**src/sv/lasg_pkg.sv**
```systemverilog
// Shared types and constants of the load adaptive speed governor.
`timescale 1ns / 1ps

package lasg_pkg;

	// Shared divider: widest dividend is the 28-bit load product, divisor is at most 16 bits.
	localparam int DIV_W     = 28;
	localparam int DIVISOR_W = 16;
	localparam int DIV_CNT_W = $clog2(DIV_W);

	localparam int CFG_IDX_W  = 3;
	localparam int CFG_DATA_W = 16;

	// Result action codes.
	localparam logic [1:0] ACT_NONE    = 2'd0;
	localparam logic [1:0] ACT_RESTORE = 2'd1;
	localparam logic [1:0] ACT_MONITOR = 2'd2;
	localparam logic [1:0] ACT_LIVE    = 2'd3;

	typedef enum logic [CFG_IDX_W-1:0] {
		REG_LIVE_ENABLE      = 3'd0,
		REG_CURRENT_NOMINAL  = 3'd1,
		REG_CURRENT_MAX_LOAD = 3'd2,
		REG_SPEED_MIN        = 3'd3,
		REG_SPEED_MAX        = 3'd4,
		REG_RECOVERY_STEP    = 3'd5,
		REG_WINDOW_LENGTH    = 3'd6,
		REG_SLOW_SPEED_CAP   = 3'd7
	} cfg_reg_t;

	typedef enum logic [3:0] {
		ST_IDLE,
		ST_WALK,
		ST_AVG_GO,
		ST_AVG_WAIT,
		ST_MAP,
		ST_MUL,
		ST_OFS_GO,
		ST_OFS_WAIT,
		ST_RAMP,
		ST_OUT
	} gov_state_t;

	typedef struct packed {
		logic        mowing_active;
		logic [15:0] blade_ma;
	} in_word_t;

	typedef struct packed {
		logic [1:0]  action;
		logic [11:0] fast_speed;
		logic [11:0] slow_speed;
		logic [15:0] average_current;
		logic [11:0] tgt_speed;
	} out_word_t;

	typedef struct packed {
		logic                 start;
		logic [DIV_W-1:0]     dividend;
		logic [DIVISOR_W-1:0] divisor;
	} div_req_t;

	typedef struct packed {
		logic             busy;
		logic             done;
		logic [DIV_W-1:0] quotient;
	} div_rsp_t;

endpackage

```
**src/sv/lasg_div.sv**
```systemverilog
// Radix-2 restoring divider shared by the averaging and load mapping steps.
`timescale 1ns / 1ps

module lasg_div import lasg_pkg::*; (
	input  logic     clk,
	input  logic     arst_n,
	input  div_req_t req,
	output div_rsp_t rsp
);

	logic                 busy_q;
	logic                 done_q;
	logic [DIV_CNT_W-1:0] cnt_q;
	logic [DIVISOR_W-1:0] acc_q;
	logic [DIVISOR_W-1:0] dvs_q;
	logic [DIV_W-1:0]     quo_q;

	logic [DIVISOR_W:0]   trial;
	logic [DIVISOR_W:0]   trial_sub;
	logic                 fits;

	// One quotient bit per cycle, most significant first.
	always_comb begin
		trial     = {acc_q, quo_q[DIV_W-1]};
		trial_sub = trial - {1'b0, dvs_q};
		fits      = (trial >= {1'b0, dvs_q});
	end

	always_ff @(posedge clk or negedge arst_n) begin
		if (!arst_n) begin
			busy_q <= 1'b0;
			done_q <= 1'b0;
			cnt_q  <= '0;
		end else begin
			done_q <= 1'b0;
			if (req.start && !busy_q) begin
				busy_q <= 1'b1;
				cnt_q  <= '0;
			end else if (busy_q) begin
				cnt_q <= cnt_q + 1'b1;
				if (cnt_q == DIV_CNT_W'(DIV_W - 1)) begin
					busy_q <= 1'b0;
					done_q <= 1'b1;
				end
			end
		end
	end

	always_ff @(posedge clk) begin
		if (req.start && !busy_q) begin
			acc_q <= '0;
			dvs_q <= req.divisor;
			quo_q <= req.dividend;
		end else if (busy_q) begin
			acc_q <= fits ? trial_sub[DIVISOR_W-1:0] : trial[DIVISOR_W-1:0];
			quo_q <= {quo_q[DIV_W-2:0], fits};
		end
	end

	assign rsp.busy     = busy_q;
	assign rsp.done     = done_q;
	assign rsp.quotient = quo_q;

endmodule

```
**src/sv/load_adaptive_speed_governor_top.sv**
```systemverilog
// Top level of the load adaptive speed governor: sample window, sequencer and output register.
`timescale 1ns / 1ps

// The governor takes one word per sensor tick, carrying the mowing flag and a blade
// current sample in mA, and returns exactly one result word per tick. While mowing,
// the sample is written into a circular history of WINDOW_DEPTH entries, the most
// recent window_length samples are summed by walking that history one entry per
// cycle, and the sum is divided by the sample count in a shared one-bit-per-cycle
// divider. The average is mapped between the nominal and the full-load current onto a
// target speed from the no-load speed toward the full-load speed (a second pass
// through the same divider scales the load offset), and the applied speed drops to a
// lower target at once or rises by at most recovery_step. The work for a mowing word
// is the memory walk over fill, the number of samples averaged, and one divide (start,
// 28 quotient bits and done), plus a second divide unless the load span is degenerate
// or the average is at or below nominal. A word with the mowing flag low goes straight
// to the output register. The block is not ready for a new word until the current
// one is finished, but it accepts the next word while a finished result still waits
// in the output register. When mowing ends the history is dropped, the applied speed
// is reloaded with the no-load speed, and a restore action is reported if live mode
// is on. Configuration writes are accepted at any time but must only be made while
// the block is idle.
module load_adaptive_speed_governor_top import lasg_pkg::*; #(
	parameter int WINDOW_DEPTH = 64
) (
	input  logic                  clk,
	input  logic                  arst_n,
	input  logic                  in_valid,
	output logic                  in_ready,
	input  in_word_t              in_data,
	output logic                  out_valid,
	input  logic                  out_ready,
	output out_word_t             out_data,
	input  logic                  cfg_valid,
	output logic                  cfg_ready,
	input  logic [CFG_IDX_W-1:0]  cfg_index,
	input  logic [CFG_DATA_W-1:0] cfg_data
);

	localparam int PW   = (WINDOW_DEPTH > 1) ? $clog2(WINDOW_DEPTH) : 1;
	localparam int CW   = $clog2(WINDOW_DEPTH + 1);
	localparam int SUMW = 16 + CW;

	// Configuration registers.
	logic        live_enable_q;
	logic [15:0] nom_ma_q;
	logic [15:0] full_ma_q;
	logic [11:0] spd_floor_q;
	logic [11:0] spd_ceil_q;
	logic [11:0] recovery_step_q;
	logic [6:0]  window_length_q;
	logic [11:0] slow_speed_cap_q;

	// Control state.
	gov_state_t  state_q, state_d;
	logic [PW-1:0] wp_q;
	logic [CW-1:0] fill_q;
	logic [11:0]   actual_q;
	logic          mowed_q;
	logic [PW-1:0] idx_q;
	logic [CW-1:0] cnt_q;
	logic          rd_vld_q;
	logic          out_valid_q;

	// Datapath registers.
	logic [SUMW-1:0] sum_q;
	logic [15:0]     avg_q;
	logic [11:0]     target_q;
	logic [15:0]     delta_q;
	logic [15:0]     span_q;
	logic [11:0]     diff_q;
	logic            inverted_q;
	logic [27:0]     prod_q;
	logic [1:0]      action_q;
	out_word_t       out_q;

	// Sample history.
	logic [15:0] mem [WINDOW_DEPTH];
	logic [15:0] rd_data_q;

	// Combinational helpers.
	logic          accept;
	logic          rd_issue;
	logic          out_ld;
	logic [CW-1:0] win_eff;
	logic [CW:0]   fill_inc;
	logic [CW-1:0] fill_new;
	logic [PW-1:0] wp_next;
	logic          degenerate;
	logic [15:0]   span_c;
	logic [15:0]   delta_raw;
	logic [11:0]   offset;
	logic [11:0]   rise;
	div_req_t      div_req;
	div_rsp_t      div_rsp;

	assign cfg_ready = 1'b1;
	assign accept    = in_valid && in_ready;
	assign out_valid = out_valid_q;
	assign out_data  = out_q;
	assign out_ld    = (state_q == ST_OUT) && (!out_valid_q || out_ready);

	// A window of zero counts as one sample, a window beyond the history counts as all of it.
	always_comb begin
		if (window_length_q == 7'd0) begin
			win_eff = CW'(1);
		end else if (int'(window_length_q) > WINDOW_DEPTH) begin
			win_eff = CW'(WINDOW_DEPTH);
		end else begin
			win_eff = CW'(window_length_q);
		end
		fill_inc = {1'b0, fill_q} + 1'b1;
		fill_new = (fill_inc > {1'b0, win_eff}) ? win_eff : fill_inc[CW-1:0];
		wp_next  = (wp_q == PW'(WINDOW_DEPTH - 1)) ? '0 : wp_q + 1'b1;
	end

	// Load mapping terms from the registered average.
	always_comb begin
		degenerate = (full_ma_q <= nom_ma_q) || (avg_q <= nom_ma_q);
		span_c     = full_ma_q - nom_ma_q;
		delta_raw  = avg_q - nom_ma_q;
		offset     = div_rsp.quotient[11:0];
		rise       = ((target_q - actual_q) > recovery_step_q) ?
			recovery_step_q : (target_q - actual_q);
	end

	// Next state.
	always_comb begin
		state_d = state_q;
		unique case (state_q)
			ST_IDLE: begin
				if (in_valid) begin
					state_d = in_data.mowing_active ? ST_WALK : ST_OUT;
				end
			end
			ST_WALK: begin
				if (!rd_issue && !rd_vld_q) begin
					state_d = ST_AVG_GO;
				end
			end
			ST_AVG_GO:   state_d = ST_AVG_WAIT;
			ST_AVG_WAIT: begin
				if (div_rsp.done) begin
					state_d = ST_MAP;
				end
			end
			ST_MAP:      state_d = degenerate ? ST_RAMP : ST_MUL;
			ST_MUL:      state_d = ST_OFS_GO;
			ST_OFS_GO:   state_d = ST_OFS_WAIT;
			ST_OFS_WAIT: begin
				if (div_rsp.done) begin
					state_d = ST_RAMP;
				end
			end
			ST_RAMP:     state_d = ST_OUT;
			ST_OUT: begin
				if (out_ld) begin
					state_d = ST_IDLE;
				end
			end
			default:     state_d = ST_IDLE;
		endcase
	end

	// Sequencer outputs.
	always_comb begin
		in_ready         = 1'b0;
		rd_issue         = 1'b0;
		div_req.start    = 1'b0;
		div_req.dividend = {{(DIV_W - SUMW){1'b0}}, sum_q};
		div_req.divisor  = {{(DIVISOR_W - CW){1'b0}}, fill_q};
		unique case (state_q)
			ST_IDLE:   in_ready = 1'b1;
			ST_WALK:   rd_issue = (cnt_q < fill_q);
			ST_AVG_GO: div_req.start = 1'b1;
			ST_OFS_GO: begin
				div_req.start    = 1'b1;
				div_req.dividend = prod_q;
				div_req.divisor  = span_q;
			end
			ST_OFS_WAIT: begin
				div_req.dividend = prod_q;
				div_req.divisor  = span_q;
			end
			default: begin
			end
		endcase
	end

	// Configuration writes.
	always_ff @(posedge clk or negedge arst_n) begin
		if (!arst_n) begin
			live_enable_q    <= 1'b0;
			nom_ma_q         <= 16'd1000;
			full_ma_q        <= 16'd3000;
			spd_floor_q      <= 12'd150;
			spd_ceil_q       <= 12'd400;
			recovery_step_q  <= 12'd25;
			window_length_q  <= 7'd8;
			slow_speed_cap_q <= 12'd200;
		end else if (cfg_valid && cfg_ready) begin
			unique case (cfg_reg_t'(cfg_index))
				REG_LIVE_ENABLE:      live_enable_q    <= cfg_data[0];
				REG_CURRENT_NOMINAL:  nom_ma_q         <= cfg_data;
				REG_CURRENT_MAX_LOAD: full_ma_q        <= cfg_data;
				REG_SPEED_MIN:        spd_floor_q      <= cfg_data[11:0];
				REG_SPEED_MAX:        spd_ceil_q       <= cfg_data[11:0];
				REG_RECOVERY_STEP:    recovery_step_q  <= cfg_data[11:0];
				REG_WINDOW_LENGTH:    window_length_q  <= cfg_data[6:0];
				REG_SLOW_SPEED_CAP:   slow_speed_cap_q <= cfg_data[11:0];
				default: begin
				end
			endcase
		end
	end

	// Control registers.
	always_ff @(posedge clk or negedge arst_n) begin
		if (!arst_n) begin
			state_q     <= ST_IDLE;
			wp_q        <= '0;
			fill_q      <= '0;
			actual_q    <= 12'd400;
			mowed_q     <= 1'b0;
			idx_q       <= '0;
			cnt_q       <= '0;
			rd_vld_q    <= 1'b0;
			out_valid_q <= 1'b0;
		end else begin
			state_q  <= state_d;
			rd_vld_q <= rd_issue;
			if (out_ld) begin
				out_valid_q <= 1'b1;
			end else if (out_ready) begin
				out_valid_q <= 1'b0;
			end
			if (accept) begin
				if (in_data.mowing_active) begin
					// The walk starts at the slot just written and runs backward.
					mowed_q <= 1'b1;
					wp_q    <= wp_next;
					fill_q  <= fill_new;
					idx_q   <= wp_q;
					cnt_q   <= '0;
				end else if (mowed_q) begin
					mowed_q  <= 1'b0;
					wp_q     <= '0;
					fill_q   <= '0;
					actual_q <= spd_ceil_q;
				end
			end
			if (rd_issue) begin
				idx_q <= (idx_q == '0) ? PW'(WINDOW_DEPTH - 1) : idx_q - 1'b1;
				cnt_q <= cnt_q + 1'b1;
			end
			if (state_q == ST_RAMP) begin
				actual_q <= (target_q < actual_q) ? target_q : actual_q + rise;
			end
		end
	end

	// Sample history, one write at a mowing accept and one registered read per cycle.
	always_ff @(posedge clk) begin
		if (accept && in_data.mowing_active) begin
			mem[wp_q] <= in_data.blade_ma;
		end
		if (rd_issue) begin
			rd_data_q <= mem[idx_q];
		end
	end

	// Datapath registers.
	always_ff @(posedge clk) begin
		if (accept) begin
			sum_q    <= '0;
			avg_q    <= '0;
			target_q <= '0;
			if (in_data.mowing_active) begin
				action_q <= live_enable_q ? ACT_LIVE : ACT_MONITOR;
			end else if (mowed_q && live_enable_q) begin
				action_q <= ACT_RESTORE;
			end else begin
				action_q <= ACT_NONE;
			end
		end
		if (rd_vld_q) begin
			sum_q <= sum_q + {{(SUMW - 16){1'b0}}, rd_data_q};
		end
		if ((state_q == ST_AVG_WAIT) && div_rsp.done) begin
			avg_q <= div_rsp.quotient[15:0];
		end
		if (state_q == ST_MAP) begin
			target_q   <= spd_ceil_q;
			span_q     <= span_c;
			delta_q    <= (delta_raw > span_c) ? span_c : delta_raw;
			inverted_q <= (spd_floor_q > spd_ceil_q);
			diff_q     <= (spd_ceil_q >= spd_floor_q) ?
				(spd_ceil_q - spd_floor_q) : (spd_floor_q - spd_ceil_q);
		end
		if (state_q == ST_MUL) begin
			prod_q <= {12'd0, delta_q} * {16'd0, diff_q};
		end
		if ((state_q == ST_OFS_WAIT) && div_rsp.done) begin
			target_q <= inverted_q ? spd_ceil_q + offset : spd_ceil_q - offset;
		end
		if (out_ld) begin
			out_q.action          <= action_q;
			out_q.fast_speed      <= actual_q;
			out_q.slow_speed      <= (actual_q < slow_speed_cap_q) ? actual_q : slow_speed_cap_q;
			out_q.average_current <= avg_q;
			out_q.tgt_speed       <= target_q;
		end
	end

	lasg_div u_div (
		.clk    (clk),
		.arst_n (arst_n),
		.req    (div_req),
		.rsp    (div_rsp)
	);

	// An accepted word keeps the block busy on the next cycle.
	a_busy_after_accept: assert property (@(posedge clk) disable iff (!arst_n)
		accept |=> !in_ready)
		else $error("governor ready right after accepting a word");

	// The slow speed never exceeds the fast speed in a result.
	a_slow_le_fast: assert property (@(posedge clk) disable iff (!arst_n)
		out_valid |-> (out_data.slow_speed <= out_data.fast_speed))
		else $error("slow speed above fast speed");

	// Results of non-mowing words carry no average and no target.
	a_idle_zero: assert property (@(posedge clk) disable iff (!arst_n)
		(out_valid && ((out_data.action == ACT_NONE) || (out_data.action == ACT_RESTORE)))
		|-> ((out_data.average_current == 16'd0) && (out_data.tgt_speed == 12'd0)))
		else $error("non-mowing result carries load data");

	// The divider is started only when it is free, and never by an empty window.
	a_div_start: assert property (@(posedge clk) disable iff (!arst_n)
		div_req.start |-> (!div_rsp.busy && (div_req.divisor != '0)))
		else $error("divider started while busy or with zero divisor");

	// The window walk only runs with at least one valid sample.
	a_walk_fill: assert property (@(posedge clk) disable iff (!arst_n)
		(state_q == ST_WALK) |-> ((fill_q != '0) && (int'(fill_q) <= WINDOW_DEPTH)))
		else $error("window walk with invalid fill count");

endmodule

```
**config.mk**
```make
export PLATFORM = sky130hd
export DESIGN_NAME = load_adaptive_speed_governor_top
export DESIGN_NICKNAME = d
export VERILOG_FILES = /design/src/sv/lasg_pkg.sv /design/src/sv/lasg_div.sv /design/src/sv/load_adaptive_speed_governor_top.sv
export SDC_FILE = /design/constraint.sdc
export NUM_CORES = 2
export LEC_CHECK = 0
export CORE_MARGIN = 3
export CORE_UTILIZATION = 47
export CTS_CLUSTER_DIAMETER = 150
export DETAILED_ROUTE_END_ITERATION = 8
export DONT_BUFFER_PORTS = 1
export GPL_TIMING_DRIVEN = 0
export SLEW_MARGIN = 25
export SYNTH_ARGS = -nofsm -noshare
export SYNTH_HDL_FRONTEND = slang
export SYNTH_SLANG_ARGS = --single-unit
export TNS_END_PERCENT = 30
```
**constraint.sdc**
```tcl
create_clock -name clk -period 6.8 [get_ports clk]
set_input_delay 0.34 -clock clk [delete_from_list [all_inputs] [get_ports clk]]
set_output_delay 0.34 -clock clk [all_outputs]
set_load 0.02 [all_outputs]
```
==> results.md <==
Finish:
- The total of fill cells in the finished design is 11500.
- The commonest non-fill, non-tap cell in the layout is edfxtp_1.
- The top cell types in the final layout, fill and taps aside, are 1264 x edfxtp_1, 361 x nand2_1, 338 x inv_1, 301 x mux4_2, 248 x ha_1.
- The fraction of layout instances using a drive strength above 1 is a little under a fifth.
- For this run, the post-layout net count is 5160.
- After routing the design area is 77100 µm².
- The area added between synthesis and finish is 13.7%.

Clock network:
- The cell sitting at the root of the clock tree is a clkbuf_16.
- The clock latency at the later pin of the worst-skew pair is 0.79 ns.
- In this run, CTS created clock tree buffers numbering 152.
- For this design, the sink count on the clock tree is 1420.
- The clock slew at the register clock pins of the worst setup and hold paths is roughly 0.060 ns.
- Buffers added to address setup during post-CTS repair amount to 0.
- The clock passes through at most 3 buffers.
- The number of H-tree branching levels is 4.
- TritonCTS built the clock tree.

Worst setup path:
- The startpoint identified for the worst register-to-register timing path is diff_q[3]$_DFFE_PP_.
- The critical path goes through clkbuf_1, nand2_1, fa_1, inv_1, fa_1, inv_1, fa_1, fa_1, inv_1, fa_1, ha_1, o21ai_0, a31o_2, o311ai_0, o21ba_2, a221o_1, nand2_1, a21oi_1, xor2_1.
- The internal reg-to-reg setup slack is slightly above 0.4 ns.
- On the critical path, the stage with the largest delay is an instance of o311ai_0.
- STA classifies the critical path endpoint as a register.
- Data on the critical path arrives at its endpoint at 6.90 ns.
- The critical register-to-register path endpoint is prod_q[26]$_DFFE_PP_.
- The endpoint of the worst setup timing path is prod_q[26]$_DFFE_PP_.
- The worst reg2reg path depth is 19.
- The setup path with the least slack is of type reg -> reg.
- The maximum cell stage delay along the critical path is 0.74 ns.
- The data required time of the critical path is about 7.3 ns.
- The cell with the most instances on the worst path is fa_1.
- The start point of the critical path is diff_q[3]$_DFFE_PP_.
- The critical path startpoint category is a register.
- Of all nets on the critical path, the largest fanout is 10.

Job:
- The total of max-cap violations is 0.

Floorplan:
- The core region is 142000 µm².
- The initialized floorplan defines around 140 standard-cell rows.
- The die height is 386 µm.
- The die covers 149000 µm².
- The effective utilization at floorplan is 47.6%.
- From left edge to right edge, the die measures slightly below 400 µm.
- The number of top-level pins is 98.

Synthesis:
- The number of synthesized register bits is 1420.
- Of all flip-flops after synthesis, the portion carrying an async set or reset was 9.86%.
- The total standard cell area after synthesis is 67800 µm².
- The synthesized design contains around 1300 enable-type register cells.
- The Yosys step of the flow raised 0 warnings.
- Synthesis produced a netlist with a net count of a little under 5000.
- The sequential area share after synthesis is 61.7%.
- In the synthesized netlist the dominant register cell turns out to be edfxtp_1.
- Dividing the synthesized area by the synthesized cell count gives 15.2 µm².
- The cell count after synthesis is 4473.
- Yosys mapped the design onto 91 distinct sky130hd cell types.

STA:
- The max-slew violation count is 0.
- The final count of hold timing violations is 0.
- The slew at the pin with the worst max-slew slack is 1.17 ns.
- The post-route fraction of the period consumed by the critical path is roughly 94%.
- The fmax is ~0.16 GHz.
- In this run the tightest slew margin relative to its limit is 21.7%.
- Setup violations remaining at the end of the flow were counted as 0.
- Setup repair after global routing left no endpoint under its margin.
- The worst clock skew is a little over 0.04 ns.
- For the final routed database, the setup TNS stands at 0 ns.
- The shortest period the worst path allows is 6.39 ns.

Pwr:
- Across the VDD grid, the largest voltage drop is 279 µV.
- After layout, the design draws a total of between 30 and 40 mW.
- The total power divided by cell area is 457 nW/µm².
- The analysis attributes to cell leakage a power of 27.6 nW.

Routing:
- The detailed-route vias per instance is 5.76.
- The detailed-router iteration count before antenna repair is 6.
- The number of DRC violations after detailed routing is 0.
- The detailed router placed 38800 vias in this run.
- The first routing iteration left about 3400 violations.
- The final wirelength is roughly 180 mm.
- In the final routed layout, each cell accounts on average for between 20 and 30 µm.
- The residual antenna-violating net count after detailed routing is 0.

Min path:
- The worst hold path belongs to the class in -> reg.
- The worst hold path begins at cfg_index[2].

Placement:
- The area of placed instances is 71200 µm².
- Routability-driven placement finished with a final weighted congestion of slightly below 0.9.
- Detailed placement ended at an HPWL of 122 mm.
- The count of buffers inserted at the top-level ports is 0.

GRT:
- Entering global routing, the biggest net connects 141 pins.
- The number of antenna violations at the first check in global routing was 3.
- The total congestion overflow is 0.
- The number of global-route vias before repair is 39600.
- In the global route stage, overall resource usage came out at 24.1%.
- The first global-routing pass estimated 263 mm of wire.

Outcome:
- The run finished with clean final reports.
## synthesized netlist by cell type (all sizes together), types with 39 or more instances
master | n | area, µm²
nor3 | 46 | 230
dfrtp | 110 | 2750
mux2 | 103 | 1160
fa | 149 | 2980
xnor2 | 71 | 622
a21o | 39 | 294
inv | 341 | 1280
nor2 | 219 | 825
clkbuf | 123 | 462
nand3 | 49 | 245
mux2i | 72 | 721
buf | 64 | 312
xor2 | 51 | 447
ha | 248 | 3100
edfxtp | 1264 | 38000
o21ai | 192 | 961
nand2 | 361 | 1360
mux4 | 301 | 6780
a21oi | 138 | 702
and2 | 94 | 588
## flip-flops by register name, summed over array words and instances (netlist names), 23 cells and up
register     cells
prod_q          28
out_data        54
sum_q           23
u_div.quo_q     28
mem           1024
## timing repair
item | in CTS | in global routing
hold buffers | 55 | 0
resized for setup | 0 | 5
setup endpoints to repair | 0 | 3
hold endpoints to repair | 1253 | 0
## power by group
group	total (mW)	internal, mW	switching (mW)
registers	11.3	10.7	0.597
logic	15.6	6.55	9.05
clock network	8.35	4.82	3.52
total	35.2	22.1	13.2
## area by class of cell
class	instances	area, µm²	area share (%)
antenna	2	5.00	0.00649
clock inverter	83	982	1.27
clock buffer	190	4070	5.28
sequential	1420	41800	54.2
buffer	187	782	1.01
timing repair buffer	95	1400	1.81
tap	1890	2360	3.07
multi-input combinational	2523	24400	31.7
inverter	343	1290	1.67
## layer usage
layer	share of wire [%]	GRT usage (%)	vias to the layer above
met3	5.9	3.95	331
li1	-	-	17300
met4	3.9	9.04	2
met2	48	39.4	1293
met1	42	32.6	19800
met5	0.0097	0	-
## cell families after synthesis
kind of cell | count (synthesis) | share of synthesized area (%)
buffers and inverters | 530 | 3.04
multiplexers | 476 | 12.8
adder cells (fa/ha/maj) | 397 | 8.97
flip-flops | 1420 | 61.7
XOR/XNOR | 122 | 1.58
other | 1 | 0.00553
AND/OR/NAND/NOR | 943 | 6.50
AO/OA/AOI/OAI | 584 | 5.48
## worst max-delay path: cells and delay by family (launching register included)
| family | cells | cell delay (ns) |
|---|---|---|
| AO/OA/AOI/OAI | 6 | 1.77 |
| buffers and inverters | 4 | 0.65 |
| AND/OR/NAND/NOR | 2 | 0.22 |
| XOR/XNOR | 1 | 0.08 |
| flip-flops | 1 | 0.61 |
| adder cells (fa/ha/maj) | 6 | 2.79 |
## worst min path at each step
| stage | endpoint | slack [ns] | cells after the start |
|---|---|---|---|
| 3_3_place_gp | slow_speed_cap_q[9]$_DFFE_PN0P_ | 0.05 | 0 |
| 4_1_cts | nom_ma_q[0]$_DFFE_PN0P_ | 0.005 | 3 |
| 6_report | nom_ma_q[0]$_DFFE_PN0P_ | 0.06 | 3 |
| 2_1_floorplan | actual_q[0]$_DFFE_PN0P_ | 0.04 | 0 |
| 5_1_grt | nom_ma_q[0]$_DFFE_PN0P_ | 0.03 | 3 |
| 3_5_place_dp | slow_speed_cap_q[9]$_DFFE_PN0P_ | 0.05 | 0 |
## through the flow
| step | hold WS, ns | setup slack [ns] | cells | utilization, % |
|---|---|---|---|---|
| 5_1_grt | 0.0343 | 0.0465 | 6731 | 54.1 |
| 6_report | 0.0613 | 0.408 | 6733 | 54.1 |
| 3_3_place_gp | 0.0488 | -1.52 | 6363 | 49.3 |
| 4_1_cts | 0.00457 | 0.0663 | 6731 | 54.1 |
| 2_1_floorplan | 0.0444 | 1.37 | 4473 | - |
| 3_5_place_dp | 0.0494 | 0.113 | 6403 | 50.0 |
No activity file was read; power rests on OpenSTA's default activity.
